### src/rtl/kgrw_ram.sv
// Generic single-port-write, single-port-read RAM with registered read data.
module kgrw_ram #(
  parameter int unsigned WIDTH = 8,
  parameter int unsigned DEPTH = 16
) (
  input  logic                     clk_i,
  input  logic                     we_i,
  input  logic [$clog2(DEPTH)-1:0] waddr_i,
  input  logic [WIDTH-1:0]         wdata_i,
  input  logic                     re_i,
  input  logic [$clog2(DEPTH)-1:0] raddr_i,
  output logic [WIDTH-1:0]         rdata_o
);

  logic [WIDTH-1:0] mem_q [DEPTH];
  logic [WIDTH-1:0] rdata_q;

  always_ff @(posedge clk_i) begin
    if (we_i) begin
      mem_q[waddr_i] <= wdata_i;
    end
    if (re_i) begin
      rdata_q <= mem_q[raddr_i];
    end
  end

  assign rdata_o = rdata_q;

endmodule

### config.mk
export PLATFORM = sky130hd
export DESIGN_NAME = kgrw_ram
export DESIGN_NICKNAME = d
export VERILOG_FILES = /design/src/rtl/kgrw_ram.sv
export SDC_FILE = /design/constraint.sdc
export NUM_CORES = 1
export LEC_CHECK = 0
export BUFFER_PORTS_ARGS = -buffer_cell sky130_fd_sc_hd__buf_2
export CORE_MARGIN = 2
export CORE_UTILIZATION = 60
export DETAILED_ROUTE_END_ITERATION = 6
export GPL_ROUTABILITY_DRIVEN = 0
export PLACE_DENSITY = 0.88
export SETUP_SLACK_MARGIN = 0.2
export SLEW_MARGIN = 10
export SYNTH_ARGS = -nofsm -noshare
export SYNTH_HDL_FRONTEND = slang
export SYNTH_SLANG_ARGS = --single-unit
### constraint.sdc
create_clock -name clk_i -period 4.2 [get_ports clk_i]
set_input_delay 0.84 -clock clk_i [delete_from_list [all_inputs] [get_ports clk_i]]
set_output_delay 0.84 -clock clk_i [all_outputs]
set_load 0.005 [all_outputs]
==> results.md <==
- Status: finished, final reports clean
- R2r setup slk: 2650 ps
- Mapped Nets: 248
- Die H: 97.3 µm
- Post-CTS resize count: 0
- Die ar.: 0.00948 mm²
- Vias: 2,441
- Syn Inst Count: 229
- Max-cap violations: 0
- Synth warn: 0
- Wire length per cell: between 20 and 30 µm
- Row count: 34
- Hold Path Origin: re_i
- Initial DRT Pass Iterations: 5
- Final Hold Vio Count: 0
- Worst hold endpoint: rdata_o[7]
- Final min period: 2240 ps
- Global-route wire length before repair: 15.2 mm
- Hold Path Depth: 1
- H-tree depth: 4
- Finished Cell Area: between 0.005 and 0.006 mm²
- CP arrival: 2490 ps
- Share of cells above drive strength 1: 27.7%
- DRC Markers: 0
- Worst Setup Start Kind: primary input
- Fin crit share: 53.3%
- Worst Hold Class: in2reg
- Total gr overflow: 0
- Vias in the first global route: 2,572
- Combinational Power Share: 4.4%
- Register share of total power: 50.9%
- # nets final: between 200 and 300
- Required @ worst endpoint: around 4500 ps
- RR Startpoint: mem_q[1][2]
- CTS Hold Buffers Added: 0
- P&R area growth vs syn: 14.7%
- Max Root-Sink Buffers: 2
- Total GRT Usage: 22.7%
- Setup Skew: 4.94 ps
- DP Area: between 0.005 and 0.006 mm²
- Setup TNS Final: 0 ps
- Hpwl dp: approximately 6 mm
- CP endpoint kind: flop
- CP Class: in2reg
- Cell area after synthesis: 0.00523 mm²
- Clk network pwr share: 44.7%
- Post-CTS Setup Bufs: 0
- Pwr Density: between 500 and 600 mW/mm²
- PortBufs: 26
- Worst Tran Pin Value: 1140 ps
- Clk root buf: clkbuf_8
- Max Fclk: between 0.4 and 0.5 GHz
- Max-slew violation count: 0
- Crit-path cells: buf_2 -> buf_4 -> mux4_1 -> a22oi_1 -> nand2_1
- VDD IR max: ~330 µV
- Sw Share: 20.0%
- Largest net degree at the start of global routing: 33
- Synth top area share: between 70% and 80%
- Reg2Reg Capture Point: rdata_o[2]
- Critical path fanouts, max: 13
- CTS Sinks: 136
- Vias/cell: between 6 and 7
- Initial core utilization: around three fifths
- Endpoints failing setup: 0
- Worst-Skew Late Latency: 510 ps
- Initial antenna violation count: 0
- Worst Reg-to-Reg Cells: 3
- Initial DRC Count: ~260
- Crit-path max cell delay: 640 ps
- RSZ-0062 raised after global routing: no
- Worst hold slack: around 700 ps
- Int Power: 2.42 mW
- Num CTS Buffers: 17
- Die Wd: 97.3 µm
- Slowest-stage cell, CP: mux4_1
- Leakage dissipation: 2.00 nW
- Seq/Total Area, Yosys: about four fifths
- Detailed-route wire length: 9.79 mm
- Synth unique cells: 18
- Routed Antenna Nets: 0
- TritonCTS clock tree: yes
- Rel. slew slack: 23.5%
- Top cells by area, synth: edfxtp_1, mux4_2, mux4_1, a22oi_1, nor2_1
- Yosys reg bits: 136
- I/O Pins: 27
- Ant diodes: 0
- Clock transition at path regs: 60 ps
- Net switching power: 0.605 mW
- Area leader, netlist: edfxtp_1
- Core area: 0.00859 mm²
- Syn_area_per_cell: roughly 23 µm²
==> through the flow <==
stage	setup slack, ps	utilization (%)	power [mW]	instances
floorplan	1870	-	1.64	229
CTS	1940	69.8	3.04	390
global placement	1510	63.4	1.69	358
finish	1960	69.8	3.02	390
global route	1830	69.8	3.11	390
detailed placement	1450	63.4	1.70	358
==> cells in the final DEF, fill, tap and decap left out, types with 2 or more instances in the layout <==
master / synthesis / layout
edfxtp_1: 136 / 136
buf_2: 3 / 26
mux4_2: 18 / 18
a22oi_1: 16 / 16
clkbuf_16: 0 / 16
mux4_1: 14 / 14
nor2_1: 13 / 13
nand2_1: 9 / 9
buf_4: 1 / 5
nor3_1: 4 / 4
clkinv_2: 0 / 4
clkinv_1: 0 / 4
clkinv_4: 0 / 3
nand3b_1: 2 / 2
nand2b_1: 2 / 2
bufinv_16: 0 / 2
clkinvlp_4: 0 / 2
==> flip-flops by register name (all words and copies together), names as in the netlist <==
| register | cells |
|---|---|
| mem_q | 128 |
| rdata_o | 8 |
==> per-layer routing <==
layer  vias to the layer above  part of all wire (%)  GRT usage [%]
met2                       128                    52           38.6
met4                         0                   2.4           7.91
met1                      1233                    38           29.3
li1                       1061                     -              -
met5                         -                     0              0
met3                        19                   7.5           5.47
==> power groups by stage <==
stage	clock network [mW]	logic, mW	registers (mW)
after floorplan	0	0.0772	1.56
after global placement	0	0.124	1.56
after detailed placement	0	0.131	1.57
after CTS	1.37	0.132	1.54
after global routing	1.43	0.142	1.54
final	1.35	0.131	1.54
==> cell type report <==
class / instances / area, µm²
clock buffers: 17 / 414
clock inverters: 15 / 136
fillers: 527 / 2600
multi-input cells: 83 / 1060
flip-flops and latches: 136 / 4080
well taps: 108 / 135
repair buffers: 31 / 168
==> synth_stat cells (all sizes together) <==
library cell   instances
nor2                  13
mux4                  32
nand2b                 2
nor3                   4
buf                    7
nand3                  1
a22oi                 16
nand2                  9
or3b                   1
nor2b                  1
clkdlybuf4s25          3
nand3b                 2
and2                   1
edfxtp               136
and2b                  1
==> worst max-delay path: cells and delay by family <==
kind,cells,cell delay (ps)
AND/OR/NAND/NOR,1,80
multiplexers,1,640
buffers and inverters,2,710
AO/OA/AOI/OAI,1,210
==> logic make-up (layout without fill, tap and decap cells) <==
| kind of cell | Yosys count | in the layout | synth area share (%) |
|---|---|---|---|
| DFF | 136 | 136 | 78.1 |
| and+or+nand+nor | 35 | 35 | 3.14 |
| muxes | 32 | 32 | 14.8 |
| AOI/OAI and AO/OA | 16 | 16 | 2.30 |
| buffers and inverters | 10 | 63 | 1.65 |
==> how the worst max path moves through the flow <==
stage	slack [ps]	start	depth (start not counted)	to
3_5_place_dp	1450	raddr_i[0]	5	rdata_o[2]
6_report	1960	raddr_i[0]	5	rdata_o[5]
5_1_grt	1830	raddr_i[0]	5	rdata_o[5]
2_1_floorplan	1870	waddr_i[2]	2	mem_q[0][0]
4_1_cts	1940	raddr_i[0]	5	rdata_o[5]
3_3_place_gp	1510	raddr_i[0]	5	rdata_o[2]
Note: power is estimated with default switching activity, not from simulation.
