**src/rtl/kgrw_pkg.sv**
```systemverilog
// Shared widths, defaults and codes for the k-NN graph radius walk.
package kgrw_pkg;

  localparam int unsigned IDX_W   = 10;
  localparam int unsigned SLOT_W  = 3;
  localparam int unsigned CRD_W   = 16;
  localparam int unsigned RAD_W   = 34;
  localparam int unsigned EPOCH_W = 8;

  localparam int unsigned DEF_POINT_COUNT    = 1024;
  localparam int unsigned DEF_NEIGHBOR_COUNT = 8;
  localparam int unsigned DEF_COORD_BITS     = 16;

  typedef enum logic [1:0] {
    ACT_LOAD_POINT = 2'd0,
    ACT_LOAD_NBR   = 2'd1,
    ACT_START      = 2'd2,
    ACT_NEXT       = 2'd3
  } action_e;

  typedef struct packed {
    logic busy;
    logic done;
  } dist_status_t;

endpackage

```
**src/rtl/kgrw_dist.sv**
```systemverilog
// Shared squarer and accumulator: squared 3-D distance, one axis at a time.
module kgrw_dist #(
  parameter int unsigned COORD_BITS = 16
) (
  input  logic                      clk_i,
  input  logic                      rst_ni,
  input  logic                      start_i,
  input  logic [3*COORD_BITS-1:0]   a_i,
  input  logic [3*COORD_BITS-1:0]   b_i,
  output logic [2*COORD_BITS+1:0]   sum_o,
  output kgrw_pkg::dist_status_t    status_o
);
  import kgrw_pkg::*;

  localparam int unsigned CB    = COORD_BITS;
  localparam int unsigned SUM_W = 2 * CB + 2;

  logic              running_q, running_d;
  logic [1:0]        k_q, k_d;
  logic [2*CB-1:0]   prod_q;
  logic [SUM_W-1:0]  acc_q;
  logic signed [CB:0]     diff;
  logic signed [2*CB+1:0] sq;

  // one axis per cycle, a and b held stable by the caller
  always_comb begin
    unique case (k_q)
      2'd0:    diff = $signed({a_i[CB-1], a_i[CB-1:0]}) - $signed({b_i[CB-1], b_i[CB-1:0]});
      2'd1:    diff = $signed({a_i[2*CB-1], a_i[2*CB-1:CB]})
                    - $signed({b_i[2*CB-1], b_i[2*CB-1:CB]});
      2'd2:    diff = $signed({a_i[3*CB-1], a_i[3*CB-1:2*CB]})
                    - $signed({b_i[3*CB-1], b_i[3*CB-1:2*CB]});
      default: diff = '0;
    endcase
    sq = diff * diff;
  end

  always_comb begin
    running_d = running_q;
    k_d       = k_q;
    if (start_i) begin
      running_d = 1'b1;
      k_d       = 2'd0;
    end else if (running_q) begin
      k_d = k_q + 2'd1;
      if (k_q == 2'd3) begin
        running_d = 1'b0;
      end
    end
  end

  always_ff @(posedge clk_i or negedge rst_ni) begin
    if (!rst_ni) begin
      running_q <= 1'b0;
      k_q       <= 2'd0;
    end else begin
      running_q <= running_d;
      k_q       <= k_d;
    end
  end

  always_ff @(posedge clk_i) begin
    if (running_q) begin
      prod_q <= sq[2*CB-1:0];
      if (k_q == 2'd1) begin
        acc_q <= SUM_W'(prod_q);
      end else if (k_q != 2'd0) begin
        acc_q <= acc_q + SUM_W'(prod_q);
      end
    end
  end

  assign sum_o         = acc_q;
  assign status_o.busy = running_q;
  assign status_o.done = running_q && (k_q == 2'd3);

endmodule

```
**config.mk**
```make
export PLATFORM = sky130hd
export DESIGN_NAME = kgrw_dist
export DESIGN_NICKNAME = d
export VERILOG_FILES = /design/src/rtl/kgrw_pkg.sv /design/src/rtl/kgrw_dist.sv
export SDC_FILE = /design/constraint.sdc
export NUM_CORES = 1
export LEC_CHECK = 0
export ABC_AREA = 1
export BUFFER_PORTS_ARGS = -buffer_cell sky130_fd_sc_hd__clkbuf_2
export CORE_MARGIN = 1.5
export CORE_UTILIZATION = 30
export CTS_CLUSTER_DIAMETER = 200
export CTS_CLUSTER_SIZE = 28
export DETAILED_ROUTE_END_ITERATION = 7
export SYNTH_ARGS = -nofsm -noshare
export SYNTH_HDL_FRONTEND = slang
export SYNTH_SLANG_ARGS = --single-unit
```
**constraint.sdc**
```tcl
create_clock -name clk_i -period 7.7 [get_ports clk_i]
set_clock_uncertainty 0.05 [all_clocks]
set_input_delay 1.54 -clock clk_i [delete_from_list [all_inputs] [get_ports clk_i]]
set_output_delay 1.54 -clock clk_i [all_outputs]
set_load 0.03 [all_outputs]
```
==> results of run 1 <==
stage by stage:
step	hold WS, ns	setup slack (ns)	area (um^2)
final	0.509	-0.197	23800
after global routing	0.547	-0.455	23800
after CTS	0.512	-0.0934	23100
after detailed placement	0.489	-0.664	21700
after global placement	0.485	-0.655	21700
after floorplan	0.474	0.000278	17700
layout make-up:
cell class / count / area [um^2] / share of cell area (%)
multi-input combinational: 1597 / 14500 / 60.8
timing repair buffer: 525 / 3810 / 16.0
inverter: 585 / 2230 / 9.40
sequential: 68 / 2030 / 8.53
tap: 765 / 957 / 4.03
clock buffer: 9 / 225 / 0.947
clock inverter: 6 / 66.3 / 0.279
synthesized netlist by cell type (4+ instances only):
master	count	area, um^2
inv_1	555	2080
nand2_1	514	1930
fa_1	260	5200
ha_1	162	2030
nor2_1	133	499
a21oi_1	120	601
nand3_1	101	505
o21ai_0	68	340
edfxtp_1	65	1950
inv_2	27	101
xor2_1	23	201
xnor2_1	19	166
o21ai_1	18	90.1
a21o_1	16	120
nand4_1	15	93.8
nor3_1	13	65.1
nand2_2	12	75.1
a31oi_1	10	62.6
buf_2	10	50.1
or2_2	9	56.3
o21ai_2	8	70.1
a21oi_2	7	61.3
clkbuf_1	7	26.3
nand3_2	7	70.1
nand3b_1	7	52.6
o21bai_1	6	45.0
or2_0	6	37.5
buf_4	5	37.5
a21boi_0	4	30.0
and2_1	4	25.0
and3_1	4	25.0
nand2_4	4	45.0
nand3_4	4	70.1
nor2_2	4	25.0
nor4_1	4	25.0
critical path, delay by kind of cell:
| kind | cells | cell delay, ns |
|---|---|---|
| and+or+nand+nor | 11 | 0.97 |
| buffers and inverters | 9 | 0.83 |
| adders and majority gates | 9 | 3.63 |
| xor gates and xnor gates | 1 | 0.16 |
| AOI/OAI and AO/OA | 5 | 0.79 |
worst paths after layout:
| check | end | slack (ns) |
|---|---|---|
| hold reg to reg | sum_o[15]$_DFFE_PP_ | 0.51 |
| min in group asynchronous | k_q[1]$_DFFE_PN0P_ | 0.93 |
| max in group asynchronous | running_q$_DFF_PN0_ | 6.56 |
| setup / recovery | prod_q[29]$_DFFE_PP_ | -0.20 |
| setup reg to reg | prod_q[29]$_DFFE_PP_ | 0.68 |
| hold / removal | sum_o[15]$_DFFE_PP_ | 0.51 |
metal layers:
metal	part of all wire [%]	GRT usage, %	vias to the layer above
met5	0	0	-
met1	44	22.7	7813
li1	-	-	8029
met2	50	32.0	316
met4	2.0	4.14	0
met3	4.3	2.02	59
sequential cells by signal (all words and copies together) (netlist names):
name	cells
running_q	1
prod_q	31
k_q	2
sum_o	34
repair_timing:
action | in CTS | in global routing
hold buffers | 0 | 0
pin swaps | 84 | 87
resized for setup | 176 | 138
setup buffers | 36 | 22
endpoints found under the setup margin | 16 | 18
logic make-up after synthesis:
group	synth area share [%]
xor+xnor	2.21
fa+ha+maj	41.6
compound gates	9.74
simple gates	21.1
flops	11.7
buf+inv	13.6
==> summary.txt, run 1 <==
Route
  • Detail Route Antenna Nets: 0
  • Via Count: 16217
  • Total wire length: 51800 um
  • Routed len/inst: 14.6 um
  • Residual DRC: 0
  • DR pass1 iterations: 7
  • Initial DRC count: 742
  • Vias per cell: 4.56

Layout
  • Layout cell share with drive strength beyond 1: 32.3%
  • Leading cell type in the layout, fill and taps excluded: inv_1
  • Filler cells: 5799
  • Diode count: 0
  • Commonest non-fill, non-tap cells in the layout: 524 x inv_1, 455 x nand2_1, 361 x buf_4
  • Finished Core Util: 41.4%
  • Final net count: 3307
  • Area delta synth->final: 36.8%
  • Cell Count, Final, Fillers Out: 3555

CTS
  • Clock transition at path regs: 0.06 ns
  • CTS Buf Count: 9
  • Clk Tree Root Cell: clkbuf_16
  • CTS max path bufs: 2
  • CTS tree: yes
  • H-Tree Level Count: 3
  • Worst skew pair latency: 0.35 ns
  • Sink Count: 68

Critical path
  • Slowest cell on crit path: fa_1
  • CP dominant cell by count: fa_1
  • RR Startpoint: k_q[0]$_DFFE_PN0P_
  • Kind of end point of the critical path: flop
  • Kind of critical path: input port to flop
  • Startpoint types: input port
  • Worst-path maximum fanout: 5
  • Worst Path Required: 7.74 ns
  • Largest stage delay, worst path: 0.59 ns
  • Arrival time worst endpoint: 7.94 ns
  • Crit. Startpoint: a_i[0]
  • Register-to-Register Path Depth: 34

Synthesis
  • Mapped Nets: 2799
  • Mapped Cells: 2278
  • Mean area per synthesized cell: 7.63 um^2
  • Number of enable flip-flop cells after synthesis: 65
  • Mapped Area: 17400 um^2
  • Sequential fraction of the synthesis area: 11.7%
  • Yosys reg bits: 68
  • Ys flop type: edfxtp_1
  • Ys Warns: 0
  • Netlist cell types: 60
  • Asr flop ratio synth: 4.41%

Timing
  • Crit path time final: 7.90 ns
  • Slew @ Worst Pin: 1.12 ns
  • Setup TNS: -1.12 ns
  • Tcrit/Tclk final: 103%
  • Relative slew slack: 25.1%
  • RSZ-0062 raised after global routing: true
  • Hold Violations, Final: 0
  • Setup ws final: -0.197 ns
  • Final setup viols: 9
  • Max-slew violation count: 0
  • Max Fclk: 0.127 GHz

Global route
  • First-pass GRT wire length: 85100 um
  • Pin count of the biggest net entering global routing: 49
  • Total GRT Usage: 17.8%
  • Aggregate global routing overflow: 0
  • Initial antenna violation count: 0
  • Vias in the first global route: 16969

Floorplanning
  • Chip width: 244 um
  • Core Rows: 88
  • Die area: 59400 um^2
  • Initial Util: 30.2%
  • I/O pin count: 135
  • Die Y: 244 um
  • Core outline area: 57500 um^2

Worst hold path
  • Worst Hold Class: flop to flop
  • Beginning of the worst hold path: prod_q[15]$_DFFE_PP_
  • Worst Hold Depth: 2

Flow run
  • Max cap viols: 0

Place
  • Placer Congestion: 0.934
  • Placed instance count: 3483
  • IO Port Bufs: 134
  • Post-DP HPWL: 44300 um

Outcome
  • Violated checks: setup timing
  • Outcome: finished with violations
Power of run 1 is not shown: default switching activity piles up to over one toggle a cycle in this logic, so the estimate is an artifact.
==> run 2: changes to the inputs <==
Settings changed: SKIP_LAST_GASP set to 1.
==> run 2 against run 1 <==
- the flow still finishes with violations (setup timing)
- critical path depth did not move
- final cell count grew 0.14%
- first-iteration DRC count up 1.9%
- global-route usage about the same
- non-clock buffer count rose by 5
- hold slack better by 0.00062 ns
- final area increased by 0.42%
- critical endpoint unchanged
- highest routed layer unchanged
==> summary.txt, run 2 (synthesis results as in run 1) <==
CTS
  • CTS tree: yes (unchanged)
  • H-Tree Level Count: 3 (unchanged)
  • CTS max path bufs: 2 (unchanged)
  • Clk Tree Root Cell: clkbuf_16 (unchanged)
  • CTS Buf Count: 9 (unchanged)
  • Worst skew pair latency: 0.35 ns (about the same)
  • Clock transition at path regs: 0.06 ns (about the same)
  • Sink Count: 68 (unchanged)
  • CTS Hold Bufs: 0 (unchanged)

Critical path
  • Largest stage delay, worst path: 0.60 ns (was 0.59 ns)
  • Kind of end point of the critical path: flop (unchanged)
  • Slowest cell on crit path: fa_1 (unchanged)
  • Startpoint types: input port (unchanged)
  • RR Startpoint: k_q[0]$_DFFE_PN0P_ (unchanged)
  • Kind of critical path: input port to flop (unchanged)
  • Critical path's top delay family: adder cells (unchanged)
  • Arrival time worst endpoint: 7.96 ns (was 7.94 ns)
  • Worst-path maximum fanout: 5 (unchanged)
  • Worst Path Required: 7.74 ns (about the same)
  • R2R Path End: prod_q[29]$_DFFE_PP_ (unchanged)
  • Register-to-Register Path Depth: 34 (unchanged)
  • Reg-to-reg setup timing slack: 0.66 ns (was 0.68 ns)
  • CP Buf/Inv Count: 9 (unchanged)
  • CP dominant cell by count: fa_1 (unchanged)

Route
  • Via Count: 16187 (was 16217)
  • M1 WL: 22800 um (was 22700 um)
  • Vias per cell: 4.55 (was 4.56)
  • Residual DRC: 0 (unchanged)
  • Detail Route Antenna Nets: 0 (unchanged)
  • Met2 wire length: 25600 um (was 25800 um)
  • Initial DRC count: 756 (was 742)
  • Highest routed layer: met4 (unchanged)
  • DR WL met3: 2030 um (was 2210 um)
  • Routed len/inst: 14.5 um (was 14.6 um)
  • DR pass1 iterations: 7 (unchanged)
  • Total wire length: 51600 um (was 51800 um)

Place
  • IO Port Bufs: 134 (unchanged)
  • Placer Congestion: 0.934 (unchanged)
  • Pre-CTS setup slack: -0.664 ns (unchanged)
  • Post-DP HPWL: 44300 um (unchanged)

Timing
  • Setup ws final: -0.222 ns (was -0.197 ns)
  • Tcrit/Tclk final: 103% (about the same)
  • Hold_ws: 0.510 ns (was 0.509 ns)
  • Hold Violations, Final: 0 (unchanged)
  • Final setup viols: 9 (unchanged)
  • Max Fclk: 0.126 GHz (was 0.127 GHz)
  • Setup TNS: -0.941 ns (was -1.12 ns)
  • Crit path time final: 7.92 ns (was 7.90 ns)
  • Relative slew slack: 25.7% (was 25.1%)
  • RSZ-0062 raised after global routing: true (unchanged)
  • Max-slew violation count: 0 (unchanged)
  • Slew @ Worst Pin: 1.11 ns (was 1.12 ns)

Floorplanning
  • Initial Util: 30.2% (unchanged)
  • Core Rows: 88 (unchanged)
  • Chip width: 244 um (unchanged)
  • Die area: 59400 um^2 (unchanged)
  • Die Y: 244 um (unchanged)
  • Core outline area: 57500 um^2 (unchanged)
  • I/O pin count: 135 (unchanged)

Worst hold path
  • Worst Hold Class: flop to flop (unchanged)
  • Hold-critical path endpoint: sum_o[15]$_DFFE_PP_ (unchanged)
  • Worst Hold Depth: 2 (unchanged)
  • Beginning of the worst hold path: prod_q[15]$_DFFE_PP_ (unchanged)

Layout
  • Leading cell type in the layout, fill and taps excluded: inv_1 (unchanged)
  • Finished Core Util: 41.5% (was 41.4%)
  • Filler cells: 5779 (was 5799)
  • Area delta synth->final: 37.4% (was 36.8%)
  • Largest register FFs: 34 (unchanged)
  • Diode count: 0 (unchanged)
  • Layout cell share with drive strength beyond 1: 32.6% (was 32.3%)
  • Final net count: 3312 (was 3307)
  • Commonest non-fill, non-tap cells in the layout: 525 x inv_1, 452 x nand2_1, 362 x buf_4 (was 524 x inv_1, 455 x nand2_1, 361 x buf_4)

Global route
  • Pin count of the biggest net entering global routing: 49 (unchanged)
  • First-pass GRT wire length: 85100 um (about the same)
  • Total GRT Usage: 17.8% (about the same)
  • Aggregate global routing overflow: 0 (unchanged)
  • Vias in the first global route: 16960 (was 16969)
  • Initial antenna violation count: 0 (unchanged)

Outcome
  • Violated checks: setup timing (unchanged)
  • Outcome: finished with violations (unchanged)

Flow run
  • Max cap viols: 0 (unchanged)
-- run 2: tightest hold or removal path: stages (launching register included) --
cell      delay, ns
edfxtp_1       0.35
nand2_1        0.06
nand2_1        0.05
-- run 2: routing by layer --
metal / vias to the layer above / track usage, %
met4: 0 / 4.14
met1: 7777 / 22.7
met3: 64 / 2.02
met5: - / 0
li1: 8054 / -
met2: 292 / 31.9
-- run 2: through the flow --
| step | instance area, um^2 | std cells |
|---|---|---|
| floorplan | 17700 | 2278 |
| CTS | 23100 | 3534 |
| finish | 23900 | 3560 |
| global route | 23900 | 3560 |
| detailed placement | 21700 | 3483 |
| global placement | 21700 | 3483 |
-- run 2: repair_timing --
action | in CTS | in global routing
pin swaps | 84 | 89
buffers inserted | 36 | 26
setup endpoints to repair | 16 | 18
gates resized for setup | 171 | 155
-- run 2: cell type report --
class	count	area, um^2	area share [%]
Clock buffer	9	225	0.943
Multi-Input combinational cell	1597	14500	60.7
Timing Repair Buffer	530	3860	16.2
Tap cell	765	957	4.01
Clock inverter	6	66.3	0.278
Sequential cell	68	2030	8.49
Inverter	585	2240	9.37
-- run 2: how the worst max path moves through the flow --
stage	from	to	slack [ns]	cells past startpoint
after floorplan	a_i[0]	prod_q[29]$_DFFE_PP_	0.0003	30
after global placement	b_i[4]	prod_q[29]$_DFFE_PP_	-0.65	34
after detailed placement	a_i[32]	prod_q[29]$_DFFE_PP_	-0.66	40
after CTS	a_i[0]	prod_q[29]$_DFFE_PP_	-0.11	35
after global routing	a_i[0]	prod_q[29]$_DFFE_PP_	-0.47	37
final	a_i[0]	prod_q[29]$_DFFE_PP_	-0.22	35
Power of run 2 is left out for the same reason.
